## config.mk

```make
export PLATFORM = sky130hd
export DESIGN_NAME = tmps_result_queue
export DESIGN_NICKNAME = d
export VERILOG_FILES = /design/src/hw/rtl/tmps_pkg.sv /design/src/hw/rtl/tmps_result_queue.sv
export SDC_FILE = /design/constraint.sdc
export NUM_CORES = 1
export LEC_CHECK = 0
export ABC_CLOCK_PERIOD_IN_PS = 10850
export CORE_MARGIN = 2
export CORE_UTILIZATION = 55
export CTS_CLUSTER_SIZE = 10
export DETAILED_ROUTE_END_ITERATION = 12
export DONT_BUFFER_PORTS = 1
export PLACE_DENSITY = 0.7
export SYNTH_ARGS = -nofsm -noshare
export SYNTH_HDL_FRONTEND = slang
export SYNTH_SLANG_ARGS = --single-unit
```

## constraint.sdc

```tcl
create_clock -name clk -period 10.85 [get_ports clk]
set_clock_uncertainty 0.2 [all_clocks]
set_input_delay 0.5425 -clock clk [delete_from_list [all_inputs] [get_ports clk]]
set_output_delay 0.5425 -clock clk [all_outputs]
set_load 0.1 [all_outputs]
```

## src/hw/rtl/tmps_pkg.sv

```systemverilog
package tmps_pkg;

  localparam int SUM_W            = 48;
  localparam int VALUE_W          = 32;
  localparam int ROW_COUNT_W      = 9;
  localparam int DEFAULT_MAX_ROWS = 256;
  localparam int APB_DATA_W       = 32;
  localparam int APB_ADDR_W       = 3;
  localparam int QUEUE_CNT_W      = 2;

  // word index of the register within the APB window
  localparam logic REG_ROW_COUNT = 1'b0;

  typedef logic signed [SUM_W-1:0]   sum_t;
  typedef logic signed [VALUE_W-1:0] value_t;

  // per-entry control carried from the read stage to the update stage
  typedef struct packed {
    logic   row_zero;
    logic   col_zero;
    logic   diag;
    logic   last_row;
    value_t value;
  } cell_ctl_t;

  typedef struct packed {
    sum_t high;
    sum_t low;
  } result_t;

  typedef struct packed {
    logic                   full;
    logic [QUEUE_CNT_W-1:0] count;
  } queue_status_t;

endpackage

```

## src/hw/rtl/tmps_result_queue.sv

```systemverilog
module tmps_result_queue
  import tmps_pkg::*;
(
  input  logic          clk,
  input  logic          rst,
  input  logic          push,
  input  result_t       push_data,
  input  logic          ready,
  output logic          valid,
  output result_t       head,
  output queue_status_t status
);

  result_t                slots [2];
  logic                   wr_ptr;
  logic                   rd_ptr;
  logic [QUEUE_CNT_W-1:0] count;
  logic [QUEUE_CNT_W-1:0] count_next;
  logic                   pop;

  assign valid = (count != '0);
  assign pop   = valid && ready;
  assign head  = slots[rd_ptr];

  assign status.count = count;
  assign status.full  = (count == QUEUE_CNT_W'(2));

  always_comb begin
    count_next = count;
    if (push && !pop) begin
      count_next = count + QUEUE_CNT_W'(1);
    end else if (pop && !push) begin
      count_next = count - QUEUE_CNT_W'(1);
    end
  end

  always_ff @(posedge clk) begin
    if (rst) begin
      wr_ptr <= 1'b0;
      rd_ptr <= 1'b0;
      count  <= '0;
    end else begin
      count <= count_next;
      if (push) begin
        wr_ptr <= ~wr_ptr;
      end
      if (pop) begin
        rd_ptr <= ~rd_ptr;
      end
    end
  end

  always_ff @(posedge clk) begin
    if (push) begin
      slots[wr_ptr] <= push_data;
    end
  end

endmodule

```

==> key figures <==
Status
  – Outcome: complete, no violations

Floorplanning
  – Number of placement rows: 42
  – I/O pin count: 200
  – Area of the core: 0.0131 mm²
  – Die ar.: 0.0143 mm²
  – Chip height: 120 µm
  – Initial Util: 0.558
  – Die X: 120 µm

Timing
  – Slew HR: 0.231
  – Final WS setup: 7.47 ns
  – Setup TNS Final: 0 ns
  – Slew Viols, Final: 0
  – Final setup fails: 0
  – Tmin final: 3.38 ns
  – Final hold vios: 0
  – Worst-margin pin slew: 1.15 ns
  – Fmax: 295 MHz
  – RSZ-0062 raised after global routing: false
  – Final period utilization: 0.312

GRT
  – Antenna violations before repair: 0
  – Total gr overflow: 0
  – Largest net degree at the start of global routing: 53
  – First-pass GRT wire length: 18600 µm
  – Vias in the first global route: 3537
  – Total track usage: 0.177

Logic synthesis
  – Post-synthesis register bit count: 197
  – Mapped Avg Cell Area: 22.9 µm²
  – Compound-Gate Fraction of Synth Area: 0.00205
  – Synth Area in Adders: 0.00171
  – Dominant cells by area after synthesis: edfxtp_1, mux2_2, mux2_4
  – Post-Synth XOR/XNOR Area: 0.00477
  – Mux share of post-synthesis cell area: 0.168
  – Cells after Synth: 321
  – Post-Syn Area: 0.00734 mm²
  – Top-area cell type share of the netlist area: 0.786
  – Synth area leader: edfxtp_1
  – Yosys cell types: 18
  – Largest family of logic cells by synthesized area: multiplexers
  – Count of warnings emitted by yosys: 0
  – Simple-gate share of the synthesized area: 0.00631
  – Register area share after synthesis: 0.799
  – Synthesized net count: 422

Setup path
  – CP delay by family, top: flip-flops
  – Crit path cell chain: buf_4 > mux2_2
  – Crit Reg-Reg Endpoint: count[1]$_SDFFE_PP0P_
  – FF-to-FF setup slack: 8.26 ns
  – Critical path's slowest cell: dfxtp_4
  – Crit path required time: 10.11 ns
  – Critical path fanouts, max: 51
  – Crit Path Class: reg2out
  – CP endpoint kind: output port
  – Critical path startpoint category: flip-flop
  – Arr. time, crit path: 2.64 ns
  – Buf/Inv on CP: 1
  – CP peak stage delay: 0.81 ns
  – R2R depth: 5
  – Critical R2R Launch: count[0]$_SDFFE_PP0P_

Clock tree
  – CTS Buf Count: 17
  – # Post-CTS Setup Buffers: 0
  – H-Tree Depth: 4
  – PostCTS Resize Cnt: 0
  – Clock Latency Late Sink: 0.42 ns
  – Clock Tree Buf Depth: 2
  – Clock Sink Count: 197
  – Reg clk slew, reported paths: 0.06 ns
  – CTS tree: done
  – Root buffer cell: clkbuf_16

Pwr
  – Sw Ratio: 0.464
  – Sw power: 1.22 mW
  – Cell leakage power: 3.08 nW
  – Power density cells: 292 mW/mm²
  – Clk pwr share: 0.218
  – Peak VDD IR: 182 µV
  – Gate power share: 0.418
  – Sequential Power Share: 0.364
  – Power Internal: 1.41 mW

Route
  – Initial DRC Count: 236
  – Via Count: 3297
  – Initial DRT Pass Iterations: 4
  – DRC Markers: 0
  – Mean number of vias per cell: 5.32
  – DR WL/cell: 19.9 µm
  – Final ANT Viol Nets: 0
  – DRT Wirelength: 12400 µm

Placed design
  – Setup WS pre-CTS: 7.87 ns
  – HPWL after detailed placement: 7210 µm
  – Final RePlAce weighted congestion: 0.703
  – Buffers added on ports: 0

Finish
  – Fillers: 854
  – Fin nets: 532
  – ANT cells: 0
  – Final Util: 0.684
  – Layout cell share with drive strength beyond 1: 0.302
  – Area Overhead vs Synth: 22.5%

Job
  – # Max-Cap Violations: 0

Min path
  – Worst Min Path Start: push
  – Worst hold path type: in2reg
  – WHS Endpoint: wr_ptr$_SDFFE_PP0P_
  – Worst hold path depth: 2
## stage by stage
step | cell area, µm² | hold slack (ns) | instances | total power [mW]
4_1_cts | 8990 | 0.0459 | 620 | 2.64
2_1_floorplan | 7340 | 0.272 | 321 | 2.02
6_report | 8990 | 0.0674 | 620 | 2.62
3_3_place_gp | 7480 | 0.288 | 491 | 2.03
5_1_grt | 8990 | 0.0744 | 620 | 2.69
3_5_place_dp | 7480 | 0.291 | 491 | 2.04
## synth_stat cells (all sizes together)
master,count
ha,1
xor2,3
or2,1
edfxtp,192
buf,11
or3,1
xnor2,1
a21oi,1
nor2,4
nor2b,2
o21ai,2
dfxtp,5
and2,1
mux2,96
## power by group through the flow
stage | Combinational, mW | Clock, mW | Sequential [mW]
final | 1.10 | 0.571 | 0.955
after global routing | 1.12 | 0.610 | 0.963
after CTS | 1.10 | 0.583 | 0.956
after detailed placement | 1.07 | 0 | 0.972
after global placement | 1.06 | 0 | 0.970
after floorplan | 1.07 | 0 | 0.953
## cells in the final DEF (no fill, tap or decap), types with 4 or more instances in the layout
cell type	instances
mux2_4	40
buf_4	5
dfxtp_1	4
dlygate4sd3_1	97
nor2_1	4
edfxtp_1	192
clkbuf_16	17
mux2_2	56
clkinv_2	4
## worst max-delay path by stage
| stage | start | to | slack (ns) | cells after the start |
|---|---|---|---|---|
| final | flip-flop | head[24] | 7.47 | 2 |
| after global routing | flip-flop | head[26] | 7.32 | 2 |
| after CTS | flip-flop | head[95] | 7.41 | 2 |
| after detailed placement | flip-flop | head[26] | 7.87 | 2 |
| after global placement | flip-flop | head[88] | 7.88 | 2 |
| after floorplan | push | slots[0][0]$_DFFE_PP_ | 5.36 | 1 |
## routing by layer
layer | track usage | up-vias | wire (µm)
met5 | 0 | - | 0
met4 | 0.0787 | 0 | 275
met3 | 0.0827 | 22 | 1260
met2 | 0.300 | 157 | 6410
met1 | 0.189 | 1629 | 4420
li1 | - | 1489 | -
## sequential cells by signal, summed over array words and instances, names as in the netlist, named ones only
signal  flops
count       2
wr_ptr      1
slots     192
rd_ptr      1
## worst register-to-register path: cells and delay by family (launching register included)
kind                     cells  cell delay [ns]
XOR/XNOR                     1             0.15
adder cells (fa/ha/maj)      1             0.29
AND/OR/NAND/NOR              1             0.36
AO/OA/AOI/OAI                2             0.44
flip-flops                   1             1.09
## cell families (layout without fill, tap and decap cells)
family          after synthesis  after routing
fa+ha+maj                     1              1
compound gates                3              3
simple gates                  9              9
buf+inv                      11            134
mux                          96             96
flops                       197            197
xor+xnor                      4              4
## area by class of cell
class,count,area [µm²],area share
Multi-Input combinational cell,113,1350,0.150
Tap cell,176,220,0.0245
Clock inverter,12,104,0.0116
Clock buffer,20,437,0.0486
Sequential cell,197,5870,0.653
Timing Repair Buffer,102,1010,0.112
## repair_timing
item	CTS	global route
setup endpoints to repair	0	0
hold buffers	97	0
endpoints found under the hold margin	197	0
Note: power is estimated with default switching activity, not from simulation.
